<file path="src/hdl/sfh_pkg.sv">
// Shared types, constants and hash arithmetic for the byte-stream SuperFastHash unit.
// Used by sfh_front, sfh_queue, sfh_back, sfh_checker and the top level; depends on nothing.
package sfh_pkg;

  localparam int DATA_W     = 8;
  localparam int LEN_W      = 31;
  localparam int HASH_W     = 32;
  localparam int TAIL_W     = 24;
  localparam int S_TDATA_W  = ((DATA_W + LEN_W + 7) / 8) * 8;
  localparam int M_TDATA_W  = ((HASH_W + 7) / 8) * 8;
  localparam int QUEUE_DEPTH = 4;
  localparam int QPTR_W     = $clog2(QUEUE_DEPTH);
  localparam int QCNT_W     = $clog2(QUEUE_DEPTH + 1);

  // Number of bytes held back before a mixing round.
  localparam logic [1:0] CNT_NONE  = 2'd0;
  localparam logic [1:0] CNT_ONE   = 2'd1;
  localparam logic [1:0] CNT_TWO   = 2'd2;
  localparam logic [1:0] CNT_THREE = 2'd3;

  // One work item for the back end, produced by at most one input beat.
  typedef struct packed {
    logic              start;     // seed the running hash with the length
    logic [LEN_W-1:0]  seed;
    logic              mix;       // run one mixing round on word
    logic [HASH_W-1:0] word;      // four bytes, first byte in the low bits
    logic              fin;       // last byte: tail rule and avalanche follow
    logic              zero;      // zero-length message, result is 0
    logic [1:0]        tail_cnt;
    logic [TAIL_W-1:0] tail;
  } op_t;

  // Finishing pipeline entry.
  typedef struct packed {
    logic              zero;
    logic [1:0]        tail_cnt;
    logic [TAIL_W-1:0] tail;
    logic [HASH_W-1:0] h;
  } fin_t;

  function automatic logic [HASH_W-1:0] sext8(input logic [7:0] b);
    return {{(HASH_W-8){b[7]}}, b};
  endfunction

  // One four-byte round, halves read little-endian.
  function automatic logic [HASH_W-1:0] mix_round(input logic [HASH_W-1:0] h_in,
                                                   input logic [HASH_W-1:0] w);
    logic [HASH_W-1:0] h;
    logic [HASH_W-1:0] t;
    h = h_in + {16'd0, w[15:0]};
    t = ({16'd0, w[31:16]} << 11) ^ h;
    h = (h << 16) ^ t;
    h = h + (h >> 11);
    return h;
  endfunction

  // Folds the one, two or three leftover bytes into the hash.
  function automatic logic [HASH_W-1:0] tail_rule(input logic [HASH_W-1:0] h_in,
                                                   input logic [1:0] cnt,
                                                   input logic [TAIL_W-1:0] tl);
    logic [HASH_W-1:0] h;
    h = h_in;
    case (cnt)
      CNT_THREE: begin
        h = h + {16'd0, tl[15:0]};
        h = h ^ (h << 16);
        h = h ^ (sext8(tl[23:16]) << 18);
        h = h + (h >> 11);
      end
      CNT_TWO: begin
        h = h + {16'd0, tl[15:0]};
        h = h ^ (h << 11);
        h = h + (h >> 17);
      end
      CNT_ONE: begin
        h = h + sext8(tl[7:0]);
        h = h ^ (h << 10);
        h = h + (h >> 1);
      end
      default: begin
        h = h_in;
      end
    endcase
    return h;
  endfunction

  // First half of the avalanche.
  function automatic logic [HASH_W-1:0] aval_a(input logic [HASH_W-1:0] h_in);
    logic [HASH_W-1:0] h;
    h = h_in ^ (h_in << 3);
    h = h + (h >> 5);
    h = h ^ (h << 4);
    return h;
  endfunction

  // Second half of the avalanche.
  function automatic logic [HASH_W-1:0] aval_b(input logic [HASH_W-1:0] h_in);
    logic [HASH_W-1:0] h;
    h = h_in + (h_in >> 17);
    h = h ^ (h << 25);
    h = h + (h >> 6);
    return h;
  endfunction

endpackage

</file>
<file path="src/hdl/superfasthash_byte_stream_unit.sv">
// Top level of the byte-stream SuperFastHash unit.
// Depends on sfh_pkg, sfh_front, sfh_queue and sfh_back.
//
// Takes one message byte per beat and returns the 32-bit SuperFastHash of
// each message as one output beat. The first beat of a message carries its
// byte length; a length of zero returns a hash of 0. The unit accepts
// a byte every clock cycle while the four-entry work queue has room; the
// queue fills only when the output side holds back. After its last byte is
// accepted, the hash of a message passes through the work queue, the mixing
// stage and the three finishing stages (tail rule, two halves of the
// avalanche), the last of which is the output register.
module superfasthash_byte_stream_unit
  import sfh_pkg::*;
(
  input  logic                 clk,
  input  logic                 rst,
  input  logic                 s_axis_tvalid,
  output logic                 s_axis_tready,
  // [7:0] data_byte, [38:8] message_length, [39] unused
  input  logic [S_TDATA_W-1:0] s_axis_tdata,
  output logic                 m_axis_tvalid,
  input  logic                 m_axis_tready,
  // [31:0] hash_value
  output logic [M_TDATA_W-1:0] m_axis_tdata
);

  logic              full;
  logic              in_fire;
  logic              push;
  op_t               push_op;
  logic              head_valid;
  op_t               head;
  logic              pop;
  logic [HASH_W-1:0] hash_value;

  assign s_axis_tready = !full;
  assign in_fire       = s_axis_tvalid && s_axis_tready;
  assign m_axis_tdata  = M_TDATA_W'(hash_value);

  sfh_front u_front (
    .clk            (clk),
    .rst            (rst),
    .in_fire        (in_fire),
    .data_byte      (s_axis_tdata[DATA_W-1:0]),
    .message_length (s_axis_tdata[DATA_W+LEN_W-1:DATA_W]),
    .push           (push),
    .push_op        (push_op)
  );

  sfh_queue u_queue (
    .clk        (clk),
    .rst        (rst),
    .push       (push),
    .push_op    (push_op),
    .pop        (pop),
    .full       (full),
    .head_valid (head_valid),
    .head       (head)
  );

  sfh_back u_back (
    .clk        (clk),
    .rst        (rst),
    .head_valid (head_valid),
    .head       (head),
    .pop        (pop),
    .out_valid  (m_axis_tvalid),
    .out_ready  (m_axis_tready),
    .out_hash   (hash_value)
  );

endmodule

</file>
<file path="src/hdl/sfh_front.sv">
// Front end: takes message bytes, tracks the byte count, packs groups of four
// and issues at most one work item per beat to the queue. Depends on sfh_pkg.
module sfh_front
  import sfh_pkg::*;
(
  input  logic              clk,
  input  logic              rst,
  input  logic              in_fire,
  input  logic [DATA_W-1:0] data_byte,
  input  logic [LEN_W-1:0]  message_length,
  output logic              push,
  output op_t               push_op
);

  logic [LEN_W-1:0]  bytes_left, bytes_left_next;
  logic [TAIL_W-1:0] pending_bytes, pending_bytes_next;
  logic [1:0]        pending_count, pending_count_next;

  logic              first;
  logic [LEN_W-1:0]  bl_eff;
  logic [TAIL_W-1:0] pend_eff;
  logic [1:0]        cnt_eff;
  logic [TAIL_W-1:0] pend_add;
  op_t               op;

  // Classify the beat and work out the next byte-count and packing state.
  always_comb begin
    first    = (bytes_left == '0);
    bl_eff   = first ? message_length : bytes_left;
    pend_eff = first ? '0 : pending_bytes;
    cnt_eff  = first ? CNT_NONE : pending_count;

    case (cnt_eff)
      CNT_NONE: pend_add = {16'd0, data_byte};
      CNT_ONE:  pend_add = {8'd0, data_byte, pend_eff[7:0]};
      CNT_TWO:  pend_add = {data_byte, pend_eff[15:0]};
      default:  pend_add = pend_eff;
    endcase

    op          = '0;
    op.start    = first;
    op.seed     = message_length;
    op.word     = {data_byte, pend_eff};

    bytes_left_next    = bytes_left;
    pending_bytes_next = pending_bytes;
    pending_count_next = pending_count;

    if (first && message_length == '0) begin
      // Zero-length message: answer 0 and stay idle.
      op.start = 1'b0;
      op.zero  = 1'b1;
    end else begin
      if (cnt_eff == CNT_THREE) begin
        op.mix             = 1'b1;
        pending_bytes_next = '0;
        pending_count_next = CNT_NONE;
      end else begin
        pending_bytes_next = pend_add;
        pending_count_next = cnt_eff + 2'd1;
      end
      bytes_left_next = bl_eff - LEN_W'(1);
      if (bl_eff == LEN_W'(1)) begin
        op.fin             = 1'b1;
        op.tail_cnt        = pending_count_next;
        op.tail            = pending_bytes_next;
        pending_bytes_next = '0;
        pending_count_next = CNT_NONE;
      end
    end
  end

  assign push    = in_fire && (op.start || op.mix || op.fin || op.zero);
  assign push_op = op;

  // Message tracking registers.
  always_ff @(posedge clk) begin
    if (rst) begin
      bytes_left    <= '0;
      pending_bytes <= '0;
      pending_count <= CNT_NONE;
    end else if (in_fire) begin
      bytes_left    <= bytes_left_next;
      pending_bytes <= pending_bytes_next;
      pending_count <= pending_count_next;
    end
  end

endmodule

</file>
<file path="src/hdl/sfh_queue.sv">
// Short FIFO of work items between the front and back ends.
// Depends on sfh_pkg.
module sfh_queue
  import sfh_pkg::*;
(
  input  logic clk,
  input  logic rst,
  input  logic push,
  input  op_t  push_op,
  input  logic pop,
  output logic full,
  output logic head_valid,
  output op_t  head
);

  op_t               mem [QUEUE_DEPTH];
  logic [QPTR_W-1:0] wr_ptr;
  logic [QPTR_W-1:0] rd_ptr;
  logic [QCNT_W-1:0] count;
  logic              do_push;
  logic              do_pop;

  assign full       = (count == QCNT_W'(QUEUE_DEPTH));
  assign head_valid = (count != '0);
  assign head       = mem[rd_ptr];
  assign do_push    = push && !full;
  assign do_pop     = pop && head_valid;

  // Entry storage.
  always_ff @(posedge clk) begin
    if (do_push) begin
      mem[wr_ptr] <= push_op;
    end
  end

  // Pointers and fill level.
  always_ff @(posedge clk) begin
    if (rst) begin
      wr_ptr <= '0;
      rd_ptr <= '0;
      count  <= '0;
    end else begin
      if (do_push) begin
        wr_ptr <= wr_ptr + QPTR_W'(1);
      end
      if (do_pop) begin
        rd_ptr <= rd_ptr + QPTR_W'(1);
      end
      count <= count + QCNT_W'(do_push) - QCNT_W'(do_pop);
    end
  end

endmodule

</file>
<file path="src/hdl/sfh_back.sv">
// Back end: keeps the running hash, runs mixing rounds, and finishes a hash
// through a three-stage tail/avalanche pipeline into the output register.
// Depends on sfh_pkg.
module sfh_back
  import sfh_pkg::*;
(
  input  logic              clk,
  input  logic              rst,
  input  logic              head_valid,
  input  op_t               head,
  output logic              pop,
  output logic              out_valid,
  input  logic              out_ready,
  output logic [HASH_W-1:0] out_hash
);

  logic [HASH_W-1:0] hash;
  logic [HASH_W-1:0] h0;
  logic [HASH_W-1:0] h1;
  logic              en;
  logic              s1_valid, s2_valid, s3_valid;
  fin_t              s1;
  logic              s2_zero, s3_zero;
  logic [HASH_W-1:0] s2_h, s3_h;

  // The whole back end advances unless a finished hash is waiting.
  assign en  = !out_valid || out_ready;
  assign pop = en && head_valid;

  // Seed and mixing round for the item at the head of the queue.
  always_comb begin
    h0 = head.start ? {1'b0, head.seed} : hash;
    h1 = head.mix ? mix_round(h0, head.word) : h0;
  end

  // Running hash.
  always_ff @(posedge clk) begin
    if (pop) begin
      hash <= h1;
    end
  end

  // Finishing pipeline payload.
  always_ff @(posedge clk) begin
    if (en) begin
      s1       <= '{zero: head.zero, tail_cnt: head.tail_cnt, tail: head.tail, h: h1};
      s2_zero  <= s1.zero;
      s2_h     <= tail_rule(s1.h, s1.tail_cnt, s1.tail);
      s3_zero  <= s2_zero;
      s3_h     <= aval_a(s2_h);
      out_hash <= s3_zero ? '0 : aval_b(s3_h);
    end
  end

  // Finishing pipeline valid bits.
  always_ff @(posedge clk) begin
    if (rst) begin
      s1_valid  <= 1'b0;
      s2_valid  <= 1'b0;
      s3_valid  <= 1'b0;
      out_valid <= 1'b0;
    end else if (en) begin
      s1_valid  <= pop && (head.fin || head.zero);
      s2_valid  <= s1_valid;
      s3_valid  <= s2_valid;
      out_valid <= s3_valid;
    end
  end

endmodule

</file>
<file path="config.mk">
export PLATFORM = sky130hd
export DESIGN_NAME = superfasthash_byte_stream_unit
export DESIGN_NICKNAME = d
export VERILOG_FILES = /design/src/hdl/sfh_pkg.sv /design/src/hdl/superfasthash_byte_stream_unit.sv /design/src/hdl/sfh_front.sv /design/src/hdl/sfh_queue.sv /design/src/hdl/sfh_back.sv
export SDC_FILE = /design/constraint.sdc
export NUM_CORES = 1
export LEC_CHECK = 0
export ABC_AREA = 1
export BUFFER_PORTS_ARGS = -buffer_cell sky130_fd_sc_hd__buf_2
export CAP_MARGIN = 10
export CORE_UTILIZATION = 36
export DETAILED_ROUTE_END_ITERATION = 6
export PLACE_DENSITY_LB_ADDON = 0.15
export SYNTH_ARGS = -nofsm -noshare
export SYNTH_HDL_FRONTEND = slang
export SYNTH_HIERARCHICAL = 1
export SYNTH_SLANG_ARGS = --single-unit
</file>
<file path="constraint.sdc">
create_clock -name clk -period 7.9 [get_ports clk]
set_input_delay 1.185 -clock clk [delete_from_list [all_inputs] [get_ports clk]]
set_output_delay 1.185 -clock clk [all_outputs]
set_load 0.02 [all_outputs]
</file>
## Word level (Yosys, flattened, before mapping)

Memories as Yosys holds them, arrays and structs flattened. A register that Yosys moved wholly into a read port is not among the register bits.
Index checks and enable logic that the tools add are counted.

- Flip-flop bits (word level): 257
- Memories kept: 1
- Memory bits (read-only): 0
- Bits in latches: 0
- Word-level logic and storage cells: 97
- Output and inout port bits: 34
- RAM bits: 372

- Mux-type cells: 23
- Eq/ne operators: 8
- Divide/modulo/power cells: 0
- Reductions and logical operators: 19
- $add $sub $neg: 16
- Order comparisons: 0
- Shift-type cells: 0
- Multiply operators: 0
- Bitwise gates (word level): 10

Memory list:

| memory | depth | width | rd ports | clocked after memory_dff | write ports | line | RTL |
|---|---|---|---|---|---|---|---|
| u_queue.mem | 4 | 93 | 1 | 1 | 1 | sfh_queue.sv:16 | `op_t mem [QUEUE_DEPTH];` |

Operators by type and width:

| kind | count |
|---|---|
| $xor A32 B32 Y32 | 8 |
| $pmux W32 S3 | 1 |
| $mux W24 | 3 |
| $pmux W24 S3 | 1 |
| $add A32 B15 Y32 | 2 |
| $add A32 B16 Y32 | 2 |
| $add A32 B21 Y32 | 2 |
| $mux W32 | 2 |
| $logic_not A31 Y1 | 2 |
| $mux W26 | 2 |
| $add A32 B26 Y32 | 1 |
| $add A32 B27 Y32 | 1 |
| $add A32 B31 Y32 | 1 |
| $add A32 B32 Y32 | 1 |
| $xor A27 B32 Y32 | 1 |
| $eq A31 B1 Y1 const B | 1 |
| $mux W31 | 1 |
| $sub A31 B1 Y31 const B | 1 |
| $mux W2 | 5 |
| $eq A2 B2 Y1 const B | 4 |
| $mux W1 | 8 |
| $logic_and A1 B1 Y1 | 7 |
| $add A2 B1 Y2 const B | 3 |
| $logic_or A1 B1 Y1 | 5 |
| other kinds (9) | 11 |

## Longest topological paths before layout

Gate-level depths: netlist of the first run.

- Word-level depth: 12
- Mapped depth: 39

## Hierarchy

The synthesis of the first run kept the hierarchy.

By module, submodules not included:

| module | area an instance (um^2) | cells an instance | times used | sequential area each (um^2) |
|---|---|---|---|---|
| sfh_back | 22570.4 | 3167 | 1 | 5755.5 |
| sfh_queue | 14227.4 | 965 | 1 | 11350.9 |
| sfh_front | 4899.7 | 887 | 1 | 1141.1 |
| superfasthash_byte_stream_unit | 13.8 | 3 | 1 | 0.0 |

## Worst setup path after synthesis of the first run

Ideal clock, no wire load.

- Path type: input port to flip-flop
- From: input port s_axis_tdata[24]
- To: memory u_queue/mem[0][0] (netlist bit), enable pin
- Path buffers: 1
- Cell stages on the path: 12
- Library setup time: 0.546 ns
- Data required time: 7.354 ns
- Arrival time: 6.425 ns
- Slack: 0.929 ns
- Cell sequence: nand2_1 nand2_1 inv_1 nand2_1 nor2_1 nand2_1 nor2_4 nand2_2 buf_6 a31oi_2 nand2_1 nor2_1

- Longest elaborated chain between the ends: 10
- Elaborated cells between the ends (all ways): 16

RTL lines:

| element | line | RTL |
|---|---|---|
| start, declared | superfasthash_byte_stream_unit.sv:20 | `input logic [S_TDATA_W-1:0] s_axis_tdata,` |
| $mux W31 / $logic_not A31 Y1 (equally long branches) | sfh_front.sv:29, sfh_front.sv:49 |  |
| $eq A31 B1 Y1 / $logic_and A1 B1 Y1 (equally long branches) | sfh_front.sv:63, sfh_front.sv:49 |  |
| $mux W1, on equally long branches | sfh_front.sv:63, sfh_front.sv:49 |  |
| $mux W1 / $logic_or A1 B1 Y1 (equally long branches) | sfh_front.sv:49, sfh_front.sv:73 |  |
| $logic_or A1 B1 Y1 | sfh_front.sv:73 | `assign push = in_fire && (op.start \|\| op.mix \|\| op.fin \|\| op.zero);` |
| $logic_or A1 B1 Y1 (*) | sfh_front.sv:73 |  |
| $logic_and A1 B1 Y1 (*) | sfh_front.sv:73 |  |
| named net push | superfasthash_byte_stream_unit.sv:29 | `logic push;` |
| $logic_and A1 B1 Y1 (*) | sfh_queue.sv:26 | `assign do_push = push && !full;` |
| $mux W1 (*) | sfh_queue.sv:31 | `if (do_push) begin` |
| $mux W1 (implied by the code) (*) | sfh_queue.sv:32 | `mem[wr_ptr] <= push_op;` |
| end, declared | sfh_queue.sv:16 |  |

The timed path passes the listed nets; every way through them passes the cells marked *.

==> results of run 1 <==
-- final timing paths --
| kind | startpoint | endpoint | slack, ns | cells past startpoint |
|---|---|---|---|---|
| min reg2reg | u_back/s1[58] | u_back/s2_zero | 0.42 | 0 |
| max | register | u_back/s1[27] | 1.07 | 26 |
| min | u_back/s1[58] | u_back/s2_zero | 0.42 | 0 |
| max reg2reg | register | u_back/s1[27] | 1.07 | 26 |
-- routing by layer --
metal / vias to the layer above / routed length (um) / track usage (%)
met1: 16400 / 62600 / 31.6
met2: 917 / 60600 / 36.0
met4: 6 / 3430 / 6.31
met3: 193 / 6830 / 2.77
li1: 17200 / - / -
met5: - / 44 / 0
-- cells in the final DEF, fill, tap and decap left out, types with 11 or more instances in the layout --
master     Yosys  final
inv_1        516    513
a21oi_1      342    342
nand4_1       59     59
clkbuf_1      68     15
o2111ai_1     13     13
buf_2         20     76
nor2_1       555    549
a21o_1        17     17
clkbuf_16      0     74
nand2_1     1077   1077
dfxtp_1       70     68
nand3b_1      14     14
o21a_1        23     23
mux2_2        16     16
o21ai_1       65     65
xnor2_1       72     72
o22ai_1      108    106
o21ai_0      382    382
nand3_1      260    260
ha_1         223    223
nor4_1        15     15
nand2_2       39     39
nor3_1        51     51
inv_2         13     14
buf_4         48     30
a31oi_1       14     14
edfxtp_1     561    561
nor2_2        10     11
or2_2         20     20
o21bai_1      15     15
xor2_1       189    189
-- kinds of logic (layout without fill, tap and decap cells) --
group | Yosys count | in the layout | share of synthesized area [%]
XOR/XNOR | 273 | 273 | 6.04
buffers and inverters | 690 | 781 | 7.02
multiplexers | 25 | 25 | 0.648
AND/OR/NAND/NOR | 2140 | 2140 | 21.8
flip-flops | 631 | 631 | 43.7
adder cells (fa/ha/maj) | 233 | 233 | 7.17
other | 0 | 1 | 0
AO/OA/AOI/OAI | 1030 | 1030 | 13.6
-- flip-flops by register name, summed over array words and instances (netlist names), 3 cells and up, named ones only --
| name | cells |
|---|---|
| u_front/pending_bytes | 24 |
| u_back/s1 | 59 |
| u_back/s2_h | 32 |
| u_queue/count | 3 |
| u_back/s3_h | 32 |
| u_back/hash | 32 |
| u_queue/mem | 372 |
| u_front/bytes_left | 31 |
| u_back/out_hash | 32 |
-- cell type report --
cell class	count	area (sq um)	area share, %
diodes	1	2.50	0.00544
clock buffers	96	2000	4.36
clock inverters	42	507	1.10
inverters	532	2010	4.37
multi-input cells	3701	20600	44.8
flip-flops and latches	631	18300	39.7
well taps	1512	1890	4.12
repair buffers	111	706	1.54
-- metrics by stage --
stage                     util [%]  instance area [sq um]  cells
after floorplan                  -                  41700   5022
after global placement        37.9                  43500   6487
after detailed placement      37.9                  43500   6487
after CTS                     40.1                  46000   6625
after global routing          40.1                  46000   6626
final                         40.1                  46000   6626
-- worst register-to-register path, delay by kind of cell, from the launching register on --
kind / cells / cell delay, ns
and+or+nand+nor: 9 / 0.81
AOI/OAI and AO/OA: 10 / 2.80
xor gates and xnor gates: 1 / 0.46
DFF: 1 / 0.37
buffers and inverters: 3 / 0.93
muxes: 1 / 0.40
adders and majority gates: 2 / 0.72
==> impl_metrics.toml, run 1 <==
[outcome]
status = "finished, final reports clean"

[placement]
dp_hpwl_um = 99700
place.port_buffers = 76
place_congestion = 0.980
pre_cts_slack_ns = 1.14

[critical_path]
crit_required_ns = 8.21
crit_family = "compound AO/OA/AOI/OAI gates"
crit_slowest_cell = "o22ai_4"
worst-path-buf-inv = 3
endpoint_kind = "register"
path_class = "register to register"
crit_arrival_ns = 7.14
crit_path_max_incr_delay_ns = 0.63
worst_path_most_repeated_cell = "a21oi_1"
crit_fanout = 64
start_kind = "register"

[floorplan]
ios = 78
die_area_sq_um = 117000
core_area_sq_um = 115000
die_y_um = 342
core.rowCount = 124
chipWidth_um = 342
initial_core_util_pct = 36.4

[synth]
synth_edf_count = 561
synth_most_common_cell = "nand2_1"
synth_nets = 5299
syn_inst = 5022
ys.flop_type = "edfxtp_1"
synth_common_cells = "1077 x nand2_1, 561 x edfxtp_1, 555 x nor2_1"
ys_async_sr_fraction_pct = 0
ys_seq_elements = 631
synth_area_sq_um = 41700
seq_area_frac_synth_pct = 43.7
synth.distinct_cells = 69
avgSynthCellArea_sq_um = 8.31
ys_warn_count = 6
synth_top_area_share_pct = 40.4
post-synth-top-area-cell = "edfxtp_1"
synth_top_cells_by_area = "edfxtp_1 40%, nand2_1 9.7%, ha_1 6.7%, nor2_1 5.0%, inv_1 4.6%"

[detailed_routing]
drt-pass1-iter-count = 5
vias = 34700
ant_nets = 0
wirelength_um = 133000
drt_iter0_markers = 3011
vias_per_cell = 5.23
drc = 0
avgRoutedWirePerCell_um = 20.1

[timing]
relSlewSlack_pct = 28.8
period_share_pct = 86.5
max_freq_mhz = 146
fin_worst_skew_ns = 0.0500
period_minus_slack_ns = 6.83
worst_pin_slew_ns = 1.06
finalHoldViolations = 0
finalWorstSetupSlack_ns = 1.07
holdWs_ns = 0.422
setup_tns_ns = 0
slew_viol_final = 0
rsz0062_at_grt = "false"
finalSetupViolCount = 0

[grt]
grt_usage_pct = 22.4
grt_pass1_wl_um = 199000
grt_antenna_before_repair = 7
grt-ovfl-total = 0
grt_pass1_vias = 32200
grt_max_degree = 109

[cts]
clock_sinks = 631
cts.path.max_buffers = 3
post_cts.repair.setup_buffers = 0
clockRootBuffer = "clkbuf_16"
htree_levels = 3
clk_latency_ns = 0.67
holdBufCountCts = 0
cts_tree = "yes"
cts_made_buffers = 74
cts_resized = 0
clkTransAtPathRegs_ns = 0.06

[worst_hold_path]
min_path_type = "register to register"

[final_layout]
fillCellCount = 11600
area_growth_pct = 10.2
nets = 5328
drive_gt1_share_pct = 7.67

[run]
cap_violations = 0
Power of run 1 is left out: the tool's default activity adds up to more than one toggle a clock period on the data nets, which glitch-free logic cannot reach.
==> inputs of run 2 (changes only) <==
--- a/config.mk
+++ b/config.mk
@@ -9,7 +9,9 @@
 export BUFFER_PORTS_ARGS = -buffer_cell sky130_fd_sc_hd__buf_2
 export CAP_MARGIN = 10
 export CORE_UTILIZATION = 36
+export CTS_BUF_LIST = sky130_fd_sc_hd__clkbuf_4 sky130_fd_sc_hd__clkbuf_8
 export DETAILED_ROUTE_END_ITERATION = 6
+export GPL_ROUTABILITY_DRIVEN = 0
 export PLACE_DENSITY_LB_ADDON = 0.15
 export SYNTH_ARGS = -nofsm -noshare
 export SYNTH_HDL_FRONTEND = slang
==> run 2 against run 1 <==
Wire length is 0.95% lower; non-clock buffer count is 3 higher; hold slack better by 0.041 ns; via count is 0.95% higher; clock-buffer cell count is 66 higher; flip-flop and latch count stayed put; critical path depth stayed put; cell area is 0.49% lower; register-to-register slack worse by 0.09 ns; fmax is 1.2% lower; critical endpoint unchanged.
==> impl_metrics.toml, run 2 (synthesis gave the netlist of run 1 again) <==
[detailed_routing]
drc = 0
avgRoutedWirePerCell_um = 19.8
drt-pass1-iter-count = 5
ant_nets = 0
drt_iter0_markers = 2597
vias_per_cell = 5.23
wirelength_um = 132000
vias = 35000

[timing]
setup_tns_ns = 0
rsz0062_at_grt = "false"
period_share_pct = 87.6
fin_worst_skew_ns = 0.0490
period_minus_slack_ns = 6.92
worst_pin_slew_ns = 0.961
slew_viol_final = 0
relSlewSlack_pct = 35.8
finalHoldViolations = 0
finalSetupViolCount = 0
max_freq_mhz = 144

[critical_path]
endpoint_kind = "register"
path_class = "register to register"
start_kind = "register"
crit_arrival_ns = 7.36
crit_fanout = 60
crit_required_ns = 8.34

[final_layout]
largest_reg_flops = 372
layout_commonest_cell = "nand2_1"
nets = 5365
ff_latch_area_sq_um = 18300
fin_util_pct = 39.9
most-common-layout-cells = "1077 x nand2_1, 561 x edfxtp_1, 549 x nor2_1"
reg_top3 = "u_queue/mem x372, u_back/s1 x59"
drive_gt1_share_pct = 8.96
fillCellCount = 11700
area_growth_pct = 9.67
top_register = "u_queue/mem"
multi_input_area_sq_um = 20600

[cts]
cts_resized = 0
cts_made_buffers = 108
clockRootBuffer = "clkbuf_8"
cts.path.max_buffers = 3
post_cts.repair.setup_buffers = 0
clock_sinks = 631
htree_levels = 3
clkTransAtPathRegs_ns = 0.05
holdBufCountCts = 0
clk_latency_ns = 0.79
cts_tree = "yes"

[grt]
grt-ovfl-total = 0
grt_pass1_wl_um = 198000
grt_max_degree = 109
grt_usage_pct = 22.2
grt_antenna_before_repair = 3
grt_pass1_vias = 32800

[floorplan]
initial_core_util_pct = 36.4
core_area_sq_um = 115000
chipWidth_um = 342
die_y_um = 342
ios = 78
die_area_sq_um = 117000
core.rowCount = 124

[run]
cap_violations = 0

[outcome]
status = "finished, final reports clean"

[placement]
place.port_buffers = 76
dp_hpwl_um = 98000

[worst_hold_path]
min_from = "u_back/s2_valid"
min_path_type = "register to register"
## run 2: worst paths after layout
kind                endpoint  slack (ns)  depth (start not counted)
max            u_back/s1[27]        0.98                         26
min          u_back/s2_valid        0.46                          2
max reg2reg    u_back/s1[27]        0.98                         26
min reg2reg  u_back/s2_valid        0.46                          2
## run 2: cell type report
| class | instances | area share [%] |
|---|---|---|
| multi-input combinational | 3701 | 45.0 |
| timing repair buffer | 114 | 1.62 |
| antenna | 2 | 0.0109 |
| clock inverter | 40 | 0.728 |
| sequential | 631 | 39.9 |
| inverter | 532 | 4.39 |
| tap | 1512 | 4.14 |
| clock buffer | 162 | 4.19 |
## run 2: per-layer routing
metal	up-vias	track usage (%)	part of all wire [%]
met3	219	2.37	5.1
met2	974	35.4	45
li1	17300	-	-
met5	-	0	0
met4	0	7.58	3.2
met1	16500	31.1	47
## run 2: stage by stage
| step | area, sq um | std cells | worst slack (ns) | hold WS [ns] |
|---|---|---|---|---|
| 6_report | 45700 | 6694 | 0.979 | 0.463 |
| 3_5_place_dp | 43500 | 6490 | 1.17 | 0.433 |
| 4_1_cts | 45700 | 6692 | 1.12 | 0.462 |
| 3_3_place_gp | 43500 | 6490 | 1.24 | 0.411 |
| 5_1_grt | 45700 | 6694 | 0.550 | 0.471 |
| 2_1_floorplan | 41700 | 5022 | 0.929 | 0.400 |
## run 2: worst max-delay path, stage by stage (launching register included)
cell,delay [ns]
dfxtp_4,0.78
o21ai_0,0.28
o22ai_4,0.56
buf_4,0.43
mux2_2,0.40
ha_1,0.34
a21oi_1,0.14
o21ai_0,0.09
a21oi_1,0.12
nand2_1,0.13
a21oi_1,0.43
nor2_1,0.10
xor2_1,0.45
ha_1,0.30
nand2_1,0.11
nor2_1,0.16
nand4_1,0.11
nor2_1,0.14
a211oi_1,0.10
o31ai_1,0.47
a21oi_1,0.26
inv_1,0.15
nand3_2,0.11
inv_2,0.09
nand2_1,0.05
nand3_1,0.08
o21ai_0,0.16
Power of run 2 is left out for the same reason.
